[src/lkc_pkg.sv]
// shared types and constants for the keyed lru cache
// word layouts, command codes and sequencer states; no dependencies
package lkc_pkg;

	localparam int KEY_BITS        = 32;
	localparam int DATA_BITS       = 64;
	localparam int ERR_BITS        = 4;
	localparam int CAP_BITS        = 5;
	localparam int MAX_ENTRIES_DEF = 16;

	localparam logic [CAP_BITS-1:0] CAP_RESET = CAP_BITS'(16);

	typedef enum logic {
		CMD_GET   = 1'b0,
		CMD_PROBE = 1'b1
	} cmd_t;

	typedef struct packed {
		cmd_t                 cmd;
		logic [KEY_BITS-1:0]  key;
		logic [DATA_BITS-1:0] fill_data;
		logic [ERR_BITS-1:0]  fill_error;
	} in_t;

	typedef struct packed {
		logic                 hit;
		logic [DATA_BITS-1:0] data_out;
		logic [ERR_BITS-1:0]  error_code;
		logic                 evicted;
	} out_t;

	typedef enum logic [2:0] {
		ST_IDLE,
		ST_SCAN,
		ST_DECIDE,
		ST_RANK,
		ST_FIN
	} state_t;

endpackage

[src/lru_keyed_cache.sv]
// sequence: a word is accepted in idle; a get then runs a scan pass over all entries, a
// decision state, a rank pass and a final state that loads the output register; a probe
// skips the rank pass
// a new word is accepted only in idle, after the previous one has loaded the output
// register, so words do not overlap on the memory ports; a stalled output holds the final state
// reset: no valid entries, count zero, capacity 16, output empty; memories need no clearing
module lru_keyed_cache #(
	parameter int MAX_ENTRIES = lkc_pkg::MAX_ENTRIES_DEF
) (
	input  logic                          clk,
	input  logic                          arst_n,
	input  logic                          in_valid,
	output logic                          in_ready,
	input  lkc_pkg::in_t                  in_data,
	output logic                          out_valid,
	input  logic                          out_ready,
	output lkc_pkg::out_t                 out_data,
	input  logic                          cfg_we,
	input  logic [lkc_pkg::CAP_BITS-1:0]  cfg_wdata
);
	import lkc_pkg::*;

	localparam int IW = $clog2(MAX_ENTRIES);
	localparam int NW = IW + 1;
	localparam int CW = (NW > CAP_BITS) ? NW : CAP_BITS;
	localparam int PW = ERR_BITS + DATA_BITS;

	state_t state_q, state_d;

	in_t                  req_q;
	logic [CAP_BITS-1:0]  cap_q;
	logic [MAX_ENTRIES-1:0] valid_q;
	logic [NW-1:0]        count_q;
	logic [NW-1:0]        rd_idx_q;
	logic                 step_s1;
	logic [IW-1:0]        idx_s1;
	logic [IW-1:0]        slot_q;
	logic [NW-1:0]        old_q;
	logic                 hit_q, evict_q;
	logic                 out_valid_q;
	out_t                 out_q;

	logic                 accept, issue, load_out, sweep;
	logic [KEY_BITS-1:0]  key_rd;
	logic [IW-1:0]        rank_rd;
	logic [PW-1:0]        pay_rd;
	logic                 scan_hit, scan_free;
	logic [IW-1:0]        hit_slot, hit_rank, free_slot, lru_slot, lru_rank;
	logic [CW-1:0]        cap_w, cap_eff, cnt_w;
	logic                 use_free, miss_fill;
	logic [IW-1:0]        slot_d;
	logic [NW-1:0]        old_d;
	logic                 rank_we;
	logic [IW-1:0]        rank_wdata;
	logic [ERR_BITS-1:0]  pay_err;
	logic [DATA_BITS-1:0] pay_data;
	out_t                 result;

	assign accept = in_valid && in_ready;
	assign issue  = (rd_idx_q != NW'(MAX_ENTRIES));
	assign sweep  = (state_q == ST_SCAN) || (state_q == ST_RANK);

	// sequencer
	always_ff @(posedge clk or negedge arst_n) begin
		if (!arst_n) begin
			state_q <= ST_IDLE;
		end else begin
			state_q <= state_d;
		end
	end

	always_comb begin
		state_d  = state_q;
		in_ready = 1'b0;
		load_out = 1'b0;
		unique case (state_q)
			ST_IDLE: begin
				in_ready = 1'b1;
				if (in_valid) begin
					state_d = ST_SCAN;
				end
			end
			ST_SCAN: begin
				if (!issue && !step_s1) begin
					state_d = ST_DECIDE;
				end
			end
			ST_DECIDE: begin
				state_d = (req_q.cmd == CMD_PROBE) ? ST_FIN : ST_RANK;
			end
			ST_RANK: begin
				if (!issue && !step_s1) begin
					state_d = ST_FIN;
				end
			end
			ST_FIN: begin
				if (!out_valid_q || out_ready) begin
					load_out = 1'b1;
					state_d  = ST_IDLE;
				end
			end
			default: begin
				state_d = ST_IDLE;
			end
		endcase
	end

	// effective capacity, clamped to 1..MAX_ENTRIES
	always_comb begin
		cap_w = CW'(cap_q);
		cnt_w = CW'(count_q);
		if (cap_w == '0) begin
			cap_eff = CW'(1);
		end else if (cap_w > CW'(MAX_ENTRIES)) begin
			cap_eff = CW'(MAX_ENTRIES);
		end else begin
			cap_eff = cap_w;
		end
	end

	assign use_free  = !scan_hit && (cnt_w < cap_eff);
	assign miss_fill = (state_q == ST_DECIDE) && (req_q.cmd == CMD_GET) && !scan_hit;

	always_comb begin
		if (scan_hit) begin
			slot_d = hit_slot;
			old_d  = NW'(hit_rank);
		end else if (use_free) begin
			slot_d = free_slot;
			old_d  = count_q;
		end else begin
			slot_d = lru_slot;
			old_d  = NW'(lru_rank);
		end
	end

	// control registers
	always_ff @(posedge clk or negedge arst_n) begin
		if (!arst_n) begin
			cap_q       <= CAP_RESET;
			valid_q     <= '0;
			count_q     <= '0;
			rd_idx_q    <= '0;
			step_s1     <= 1'b0;
			out_valid_q <= 1'b0;
		end else begin
			if (cfg_we) begin
				cap_q <= cfg_wdata;
			end
			if (state_q == ST_IDLE || state_q == ST_DECIDE) begin
				rd_idx_q <= '0;
			end else if (sweep && issue) begin
				rd_idx_q <= NW'(rd_idx_q + 1'b1);
			end
			step_s1 <= sweep && issue;
			if (miss_fill) begin
				valid_q[slot_d] <= 1'b1;
				if (use_free) begin
					count_q <= NW'(count_q + 1'b1);
				end
			end
			if (load_out) begin
				out_valid_q <= 1'b1;
			end else if (out_ready) begin
				out_valid_q <= 1'b0;
			end
		end
	end

	// data registers
	always_ff @(posedge clk) begin
		if (accept) begin
			req_q <= in_data;
		end
		idx_s1 <= rd_idx_q[IW-1:0];
		if (state_q == ST_DECIDE) begin
			slot_q  <= slot_d;
			old_q   <= old_d;
			hit_q   <= scan_hit;
			evict_q <= (req_q.cmd == CMD_GET) && !scan_hit && !use_free;
		end
		if (load_out) begin
			out_q <= result;
		end
	end

	lkc_ram #(
		.WIDTH (KEY_BITS),
		.DEPTH (MAX_ENTRIES)
	) u_key_ram (
		.clk   (clk),
		.we    (miss_fill),
		.waddr (slot_d),
		.wdata (req_q.key),
		.raddr (rd_idx_q[IW-1:0]),
		.rdata (key_rd)
	);

	lkc_ram #(
		.WIDTH (PW),
		.DEPTH (MAX_ENTRIES)
	) u_pay_ram (
		.clk   (clk),
		.we    (miss_fill),
		.waddr (slot_d),
		.wdata ({req_q.fill_error, req_q.fill_data}),
		.raddr (slot_q),
		.rdata (pay_rd)
	);

	// rank pass: the chosen slot takes rank 0, more recent valid entries move down one
	assign rank_we = (state_q == ST_RANK) && step_s1 &&
		((idx_s1 == slot_q) || (valid_q[idx_s1] && (NW'(rank_rd) < old_q)));
	assign rank_wdata = (idx_s1 == slot_q) ? '0 : IW'(rank_rd + 1'b1);

	lkc_ram #(
		.WIDTH (IW),
		.DEPTH (MAX_ENTRIES)
	) u_rank_ram (
		.clk   (clk),
		.we    (rank_we),
		.waddr (idx_s1),
		.wdata (rank_wdata),
		.raddr (rd_idx_q[IW-1:0]),
		.rdata (rank_rd)
	);

	lkc_scan #(
		.MAX_ENTRIES (MAX_ENTRIES)
	) u_scan (
		.clk        (clk),
		.arst_n     (arst_n),
		.clr        (accept),
		.step       (step_s1 && (state_q == ST_SCAN)),
		.idx        (idx_s1),
		.ent_valid  (valid_q[idx_s1]),
		.ent_key    (key_rd),
		.ent_rank   (rank_rd),
		.req_key    (req_q.key),
		.hit        (scan_hit),
		.hit_slot   (hit_slot),
		.hit_rank   (hit_rank),
		.free_found (scan_free),
		.free_slot  (free_slot),
		.lru_slot   (lru_slot),
		.lru_rank   (lru_rank)
	);

	assign pay_err  = pay_rd[PW-1:DATA_BITS];
	assign pay_data = pay_rd[DATA_BITS-1:0];

	always_comb begin
		result         = '0;
		result.hit     = hit_q;
		if (req_q.cmd == CMD_GET) begin
			result.error_code = pay_err;
			result.data_out   = (pay_err != '0) ? '0 : pay_data;
			result.evicted    = evict_q;
		end
	end

	assign out_valid = out_valid_q;
	assign out_data  = out_q;

	// entry count tracks the valid bits between words
	a_count_matches: assert property (@(posedge clk) disable iff (!arst_n)
		(state_q == ST_IDLE) |-> ($countones(valid_q) == int'(count_q)))
		else $error("entry count differs from number of valid entries");

	// below capacity a miss must have found a free slot
	a_free_exists: assert property (@(posedge clk) disable iff (!arst_n)
		(miss_fill && use_free) |-> scan_free)
		else $error("fill below capacity without a free slot");

	// replacement needs at least one valid entry to pick from
	a_evict_nonempty: assert property (@(posedge clk) disable iff (!arst_n)
		(miss_fill && !use_free) |-> (count_q != '0))
		else $error("replacement with no valid entry");

endmodule

[src/lkc_ram.sv]
// one write port, one read port ram with registered read data
// used for keys, payloads and recency ranks; no dependencies
module lkc_ram #(
	parameter int WIDTH = 8,
	parameter int DEPTH = 16
) (
	input  logic                     clk,
	input  logic                     we,
	input  logic [$clog2(DEPTH)-1:0] waddr,
	input  logic [WIDTH-1:0]         wdata,
	input  logic [$clog2(DEPTH)-1:0] raddr,
	output logic [WIDTH-1:0]         rdata
);

	logic [WIDTH-1:0] mem_q [DEPTH];

	always_ff @(posedge clk) begin
		if (we) begin
			mem_q[waddr] <= wdata;
		end
	end

	always_ff @(posedge clk) begin
		rdata <= mem_q[raddr];
	end

endmodule

[src/lkc_scan.sv]
// shared compare unit: looks at one entry per step and keeps the key match,
// the first free slot and the least recent valid entry; uses lkc_pkg
module lkc_scan #(
	parameter int MAX_ENTRIES = lkc_pkg::MAX_ENTRIES_DEF
) (
	input  logic                            clk,
	input  logic                            arst_n,
	input  logic                            clr,
	input  logic                            step,
	input  logic [$clog2(MAX_ENTRIES)-1:0]  idx,
	input  logic                            ent_valid,
	input  logic [lkc_pkg::KEY_BITS-1:0]    ent_key,
	input  logic [$clog2(MAX_ENTRIES)-1:0]  ent_rank,
	input  logic [lkc_pkg::KEY_BITS-1:0]    req_key,
	output logic                            hit,
	output logic [$clog2(MAX_ENTRIES)-1:0]  hit_slot,
	output logic [$clog2(MAX_ENTRIES)-1:0]  hit_rank,
	output logic                            free_found,
	output logic [$clog2(MAX_ENTRIES)-1:0]  free_slot,
	output logic [$clog2(MAX_ENTRIES)-1:0]  lru_slot,
	output logic [$clog2(MAX_ENTRIES)-1:0]  lru_rank
);
	import lkc_pkg::*;

	localparam int IW = $clog2(MAX_ENTRIES);

	logic          hit_q, free_q, lru_q;
	logic [IW-1:0] hit_slot_q, hit_rank_q, free_slot_q, lru_slot_q, lru_rank_q;
	logic          take_hit, take_free, take_lru;

	assign take_hit  = step && ent_valid && (ent_key == req_key) && !hit_q;
	assign take_free = step && !ent_valid && !free_q;
	assign take_lru  = step && ent_valid && (!lru_q || (ent_rank > lru_rank_q));

	always_ff @(posedge clk or negedge arst_n) begin
		if (!arst_n) begin
			hit_q  <= 1'b0;
			free_q <= 1'b0;
			lru_q  <= 1'b0;
		end else if (clr) begin
			hit_q  <= 1'b0;
			free_q <= 1'b0;
			lru_q  <= 1'b0;
		end else begin
			if (take_hit) begin
				hit_q <= 1'b1;
			end
			if (take_free) begin
				free_q <= 1'b1;
			end
			if (take_lru) begin
				lru_q <= 1'b1;
			end
		end
	end

	always_ff @(posedge clk) begin
		if (take_hit) begin
			hit_slot_q <= idx;
			hit_rank_q <= ent_rank;
		end
		if (take_free) begin
			free_slot_q <= idx;
		end
		if (take_lru) begin
			lru_slot_q <= idx;
			lru_rank_q <= ent_rank;
		end
	end

	assign hit        = hit_q;
	assign hit_slot   = hit_slot_q;
	assign hit_rank   = hit_rank_q;
	assign free_found = free_q;
	assign free_slot  = free_slot_q;
	assign lru_slot   = lru_slot_q;
	assign lru_rank   = lru_rank_q;

endmodule
[config.mk]
export PLATFORM = sky130hd
export DESIGN_NAME = lru_keyed_cache
export DESIGN_NICKNAME = d
export VERILOG_FILES = /design/src/lkc_pkg.sv /design/src/lru_keyed_cache.sv /design/src/lkc_ram.sv /design/src/lkc_scan.sv
export SDC_FILE = /design/constraint.sdc
export NUM_CORES = 2
export LEC_CHECK = 0
export BUFFER_PORTS_ARGS = -buffer_cell sky130_fd_sc_hd__buf_2
export CORE_MARGIN = 2
export CORE_UTILIZATION = 45
export DETAILED_ROUTE_END_ITERATION = 16
export GPL_ROUTABILITY_DRIVEN = 0
export PLACE_DENSITY = 0.72
export SYNTH_ARGS = -nofsm -noshare
export SYNTH_HDL_FRONTEND = slang
export SYNTH_SLANG_ARGS = --single-unit
[constraint.sdc]
create_clock -name clk -period 10.75 [get_ports clk]
set_input_delay 3.225 -clock clk [delete_from_list [all_inputs] [get_ports clk]]
set_output_delay 3.225 -clock clk [all_outputs]
set_load 0.1 [all_outputs]
Yosys cells after proc, flatten, opt, wreduce, memory -nomap -nowiden

Memories as Yosys holds them, arrays and structs flattened. A register that Yosys moved wholly into a read port is not among the register bits.
Cells that the tools add are included.

Memory bits (writable): 1,664
Input port bits: 111
Memories: 3
Word-level logic and storage cells: 134
Flip-flop bits (word level): 245

Order comparisons: 7
Mux-type cells: 34
Reduce and logical (&&, ||, !) cells: 44
Add/subtract/negate cells: 3
Equality and inequality tests: 11
Bitwise operators: 3

Memories:

| memory           | words | width | read ports | clocked after memory_dff | wr ports | RTL line      | text |
|---|---|---|---|---|---|---|---|
| u_pay_ram.mem_q  | 16    | 68    | 1          | 1                        | 1        | lkc_ram.sv:15 | `logic [WIDTH-1:0] mem_q [DEPTH];` |
| u_key_ram.mem_q  | 16    | 32    | 1          | 1                        | 1        | lkc_ram.sv:15 |  |
| u_rank_ram.mem_q | 16    | 4     | 1          | 1                        | 1        | lkc_ram.sv:15 |  |

Operators by type and width:

| kind                  | count |
|---|---|
| $eq A32 B32 Y1        | 1 |
| $mux W4               | 5 |
| $mux W5               | 4 |
| $logic_and A1 B1 Y1   | 19 |
| $mux W1               | 17 |
| $or A16 B16 Y16       | 1 |
| $mux W3               | 5 |
| $pmux W3 S5           | 1 |
| $add A5 B1 Y5 const B | 2 |
| $lt A4 B5 Y1 const B  | 2 |
| $reduce_bool A2 Y1    | 5 |
| $logic_not A1 Y1      | 8 |
| $eq A3 B2 Y1 const B  | 2 |
| $gt A5 B5 Y1 const B  | 1 |
| $logic_not A5 Y1      | 1 |
| $logic_or A1 B1 Y1    | 5 |
| $lt A4 B5 Y1          | 1 |
| $lt A5 B5 Y1          | 1 |
| $ne A5 B5 Y1 const B  | 1 |
| $add A4 B1 Y4 const B | 1 |
| $bmux W1 S4           | 1 |
| $demux W1 S4          | 1 |
| $eq A4 B4 Y1          | 1 |
| $ge A4 B1 Y1 const B  | 1 |
| 11 further kinds      | 15 |

Depth between registers and ports, before layout

Depth after elaboration: 12
Mapped depth: 12

By module

A second synthesis with hierarchy kept.

Cell total of the unflattened synthesis: 3,303
Area, all modules: 73,991.0 µm²

Modules (own cells, without submodules):

| module               | instances | sequential area each (µm²) | area each (µm²) | cells an instance |
|---|---|---|---|---|
| lkc_ram (u_pay_ram)  | 1         | 34,032.6                   | 41,980.3        | 1,750 |
| lkc_ram (u_key_ram)  | 1         | 16,015.4                   | 19,835.3        | 838 |
| lru_keyed_cache      | 1         | 6,447.4                    | 8,334.2         | 494 |
| lkc_ram (u_rank_ram) | 1         | 2,001.9                    | 2,666.3         | 130 |
| lkc_scan             | 1         | 675.6                      | 1,174.9         | 91 |

Worst setup path after synthesis

OpenSTA, ideal clock, no wires.

Kind: flip-flop to flip-flop
From: register cap_q[4]
To: memory u_key_ram.mem_q[1][0] (netlist name) (enable)
Library setup time: 0.560 ns
Data arrival time: 6.659 ns
Path buffers: 2
Data required time: 10.190 ns
Setup slack: 3.531 ns
Stages on the path, launching flop included: 11
Cell sequence: dfstp_2 > inv_1 > ha_1 > nand4_1 > a211oi_1 > or3_1 > buf_2 > a221o_1 > or3_1 > buf_2 > nor2_1

Longest elaborated chain between the ends: 7
Elaborated cells on any way between the ends: 8

Ends and longest elaborated chain:

| what                     | RTL line               | text |
|---|---|---|
| start: declaration       | lru_keyed_cache.sv:31  | `logic [CAP_BITS-1:0] cap_q;` |
| start signal: assignment | lru_keyed_cache.sv:148 | `cap_q <= cfg_wdata;` |
| $gt A5 B5 Y1             | lru_keyed_cache.sv:114 | `end else if (cap_w > CW'(MAX_ENTRIES)) begin` |
| $mux W5                  | lru_keyed_cache.sv:114 |  |
| $mux W5 (*)              | lru_keyed_cache.sv:112 | `if (cap_w == '0) begin` |
| $lt A5 B5 Y1 (*)         | lru_keyed_cache.sv:121 | `assign use_free = !scan_hit && (cnt_w < cap_eff);` |
| $logic_and A1 B1 Y1 (*)  | lru_keyed_cache.sv:121 |  |
| $mux W4 (*)              | lru_keyed_cache.sv:128 | `end else if (use_free) begin` |
| $mux W4 (*)              | lru_keyed_cache.sv:125 | `if (scan_hit) begin` |
| net slot_d[2]            | lru_keyed_cache.sv:51  | `logic [IW-1:0] slot_d;` |
| end: declaration         | lkc_ram.sv:15          |  |

Mark *: on every way through the listed nets, which the timed path passes. The rest lies on a longest branch.

Worst setup path after layout

From: register cap_q[4]
To: memory u_key_ram.mem_q[0][19] (netlist name) (enable)

Longest elaborated chain between the ends: 7
Elaborated cells on any way between the ends: 8

Ends and longest elaborated chain:

| what                    | RTL line |
|---|---|
| $gt A5 B5 Y1            | lru_keyed_cache.sv:114 |
| $mux W5                 | lru_keyed_cache.sv:114 |
| $mux W5 (*)             | lru_keyed_cache.sv:112 |
| $lt A5 B5 Y1 (*)        | lru_keyed_cache.sv:121 |
| $logic_and A1 B1 Y1 (*) | lru_keyed_cache.sv:121 |
| $mux W4 (*)             | lru_keyed_cache.sv:128 |
| $mux W4 (*)             | lru_keyed_cache.sv:125 |

Mark *: on every way between the ends. The rest lies on a longest branch, timed or not.

==> flow_summary_export.csv <==
group,metric,value,unit
flow_run,cap_violations,0,
global_routing,grt_pass1_vias,35000,
synthesis,ys_ff_latch,2013,
power_and_ir_drop,power.switching,0.00404,W
global_routing,grt_max_degree,158,
worst_setup_path,rrSetupSlack,5.29,ns
synthesis,syn_area_per_cell,22.4,µm²
cts,clk-insertion-delay-late,0.82,ns
min_path,whs_path_depth,1,
detailed_routing,vias,34000,
layout,area_growth,13.7,%
layout,fillers,12500,
sta,worst_slack,5.29,ns
sta,fin_crit_sh,50.8,%
worst_setup_path,critPathCaptureType,"flip-flop",
die,fp.dieH,410,µm
worst_setup_path,worstSetupPathType,"flip-flop to flip-flop",
sta,setup_viol,0,
detailed_routing,drtAntennaViolNets,0,
outcome,status,"completed",
sta,fin_skew,0.0320,ns
die,die_x,410,µm
global_routing,antenna_found_initial,15,
place,portBuffers,182,
cts,clockBufferDepth,3,
detailed_routing,drt_wl_total,161000,µm
cts,clock-sinks,2013,
layout,drive_gt1_share,27.0,%
worst_setup_path,start_kind,"flip-flop",
detailed_routing,drc,0,
power_and_ir_drop,pwr-share-seq,50.9,%
synthesis,synth_nets,3447,
worst_setup_path,cp.required,11.17,ns
place,dp_cells,5589,
synthesis,synth.distinct_cells,47,
synthesis,ys_seq_area_share,79.7,%
layout,stdcell_count,5946,
cts,cts_tree,"built",
power_and_ir_drop,vdd_drop_max,0.000173,V
global_routing,grt_overflow,0,
synthesis,ys_warn_count,0,
detailed_routing,wl_per_cell,27.0,µm
power_and_ir_drop,p_clk_share,39.2,%
power_and_ir_drop,p_leak,27.2,nW
power_and_ir_drop,swShare,23.2,%
sta,rsz0062_at_grt,"false",
synthesis,synthCells,3321,
cts,post_cts_buffers,0,
cts,cts-root-buf,"clkbuf_16",
die,start_util,45.2,%
sta,tns,0,ns
sta,hold_violations,0,
die,core_area,0.164,mm²
cts,htreeDepth,4,
detailed_routing,first_pass_iters,7,
cts,cts_resized,0,
sta,slew_headroom,17.7,%
cts,cts_buffers,191,
worst_setup_path,critical_path.max_fanout,48,
sta,fmax,183,MHz
synthesis,syn_area,0.0743,mm²
global_routing,grt_pass1_wl,237000,µm
place,pre_cts_slack,5.26,ns
layout,final_nets,3719,
layout,multiInputGateArea,0.0146,mm²
die,dieArea,0.168,mm²
detailed_routing,dr.first_iter.drc_count,3829,
cts,hold_buffers,0,
power_and_ir_drop,power,0.0174,W
layout,ff_latch_area,0.0592,mm²
power_and_ir_drop,p_int,0.0134,W
global_routing,grt_usage,19.1,%
sta,tightest_slew,1.22,ns
worst_setup_path,r2r_cells,10,
cts,clkTransAtPathRegs,0.06,ns
worst_setup_path,arrival,5.88,ns
die,ioPinCount,183,
power_and_ir_drop,combPwrFrac,9.9,%
detailed_routing,vias_per_cell,5.71,
die,fp-row-count,149,
sta,final.min_clock_period,5.46,ns
min_path,min_path_type,"flip-flop to flip-flop",
sta,maxSlewViolCount,0,
power_and_ir_drop,powerDensity,206,mW/mm²
place,dp_hpwl,84700,µm
==> final timing paths <==
kind                                               from                                to
min in group asynchronous                        arst_n              cap_q[1]$_DFFE_PN0P_
worst min-delay path            valid_q[11]$_DFFE_PN0P_           valid_q[11]$_DFFE_PN0P_
max in group asynchronous                        arst_n           rd_idx_q[1]$_DFFE_PN0P_
worst min register to register  valid_q[11]$_DFFE_PN0P_           valid_q[11]$_DFFE_PN0P_
worst max register to register     cap_q[4]$_DFFE_PN1P_  u_key_ram.mem_q[0][19]$_DFFE_PP_
worst max-delay path               cap_q[4]$_DFFE_PN1P_  u_key_ram.mem_q[0][19]$_DFFE_PP_
==> power by group through the flow <==
stage | registers [W] | logic, W | clock network (W)
global placement | 0.00900 | 0.00169 | 0
detailed placement | 0.00901 | 0.00173 | 0
floorplan | 0.00887 | 0.00134 | 0
finish | 0.00884 | 0.00172 | 0.00682
CTS | 0.00884 | 0.00174 | 0.00693
global route | 0.00886 | 0.00189 | 0.00722
==> synth_stat cells (all sizes together) <==
master,count,area share (%)
or4,1,0.010
xor2,3,0.035
edfxtp,1866,75
a21o,3,0.030
a2111oi,4,0.047
a221oi,36,0.42
xnor2,40,0.47
nand4,14,0.12
clkbuf,115,0.58
nor2,36,0.18
and2,71,0.60
dfxtp,108,2.9
nand2b,7,0.059
a221o,4,0.054
or2,1,0.0084
a22oi,36,0.36
nor4b,3,0.035
buf,46,0.24
a41o,1,0.013
dfrtp,38,1.3
mux2,36,0.55
dfstp,1,0.035
nor4bb,1,0.013
o21bai,16,0.18
a22o,1,0.012
nor4,3,0.034
a211oi,2,0.020
mux4,416,13
o21ai,88,0.59
nor2b,14,0.12
ha,15,0.25
inv,15,0.076
a21oi,59,0.40
nand3,6,0.040
nand2,79,0.40
nor3,4,0.027
mux2i,117,1.6
o41ai,1,0.012
and3,3,0.025
or3,4,0.034
a21boi,1,0.010
nand3b,3,0.030
o31ai,1,0.010
nor3b,2,0.020
==> layer usage <==
layer | track usage, % | vias up | wire (µm)
met3 | 3.94 | 205 | 12800
met4 | 4.88 | 4 | 3050
met5 | 0 | - | 21
li1 | - | 14300 | -
met1 | 26.8 | 18000 | 66000
met2 | 30.8 | 1402 | 78800
==> layout by cell type, fill, tap and decap left out, types with 38 or more instances in the layout <==
master,synthesis,layout
edfxtp_1,1866,1866
clkbuf_16,0,194
clkbuf_1,115,38
mux4_2,416,416
buf_4,0,51
mux2i_1,117,117
xnor2_1,40,40
nand2_1,79,79
dfxtp_1,108,108
o21ai_0,88,88
a21oi_1,59,59
buf_2,7,182
and2_1,71,70
==> per-stage QoR <==
step           utilization (%)  instance area, µm²  hold slack [ns]
3_3_place_gp              47.4               78000            0.455
2_1_floorplan                -               74300            0.372
3_5_place_dp              47.4               78000            0.451
6_report                  51.3               84400            0.465
5_1_grt                   51.3               84400            0.493
4_1_cts                   51.3               84400            0.467
==> logic make-up after synthesis <==
group                      count (synthesis)  synth area share, %
AOI/OAI and AO/OA                        253                 2.17
DFF                                     2013                 79.7
xor gates and xnor gates                  43                0.507
buffers and inverters                    176                0.901
and+or+nand+nor                          252                 1.75
muxes                                    569                 14.7
adders and majority gates                 15                0.253
==> area by class of cell <==
cell class / count / area share [%]
flip-flops and latches: 2013 / 70.1
multi-input cells: 1132 / 17.3
clock buffers: 251 / 6.23
inverters: 15 / 0.0726
clock inverters: 104 / 1.39
repair buffers: 240 / 1.70
well taps: 2189 / 3.24
diodes: 2 / 0.00593
==> flip-flops by register name (all words and copies together), names as in the netlist, 16 cells and up <==
signal / flops
u_key_ram.rdata: 32
u_rank_ram.mem_q: 64
req_q: 101
u_pay_ram.rdata: 68
out_data: 70
u_key_ram.mem_q: 512
u_pay_ram.mem_q: 1088
valid_q: 16
==> critical path: stages (launching register included) <==
cell      delay (ns)
dfstp_2         0.55
inv_1           0.10
ha_1            0.33
nand4_1         0.10
a211oi_1        0.48
or3_1           0.34
mux2i_1         0.39
nand3b_1        0.51
nor2_4          0.79
buf_4           0.64
buf_4           0.81
Power figures use the tool's default switching activity.
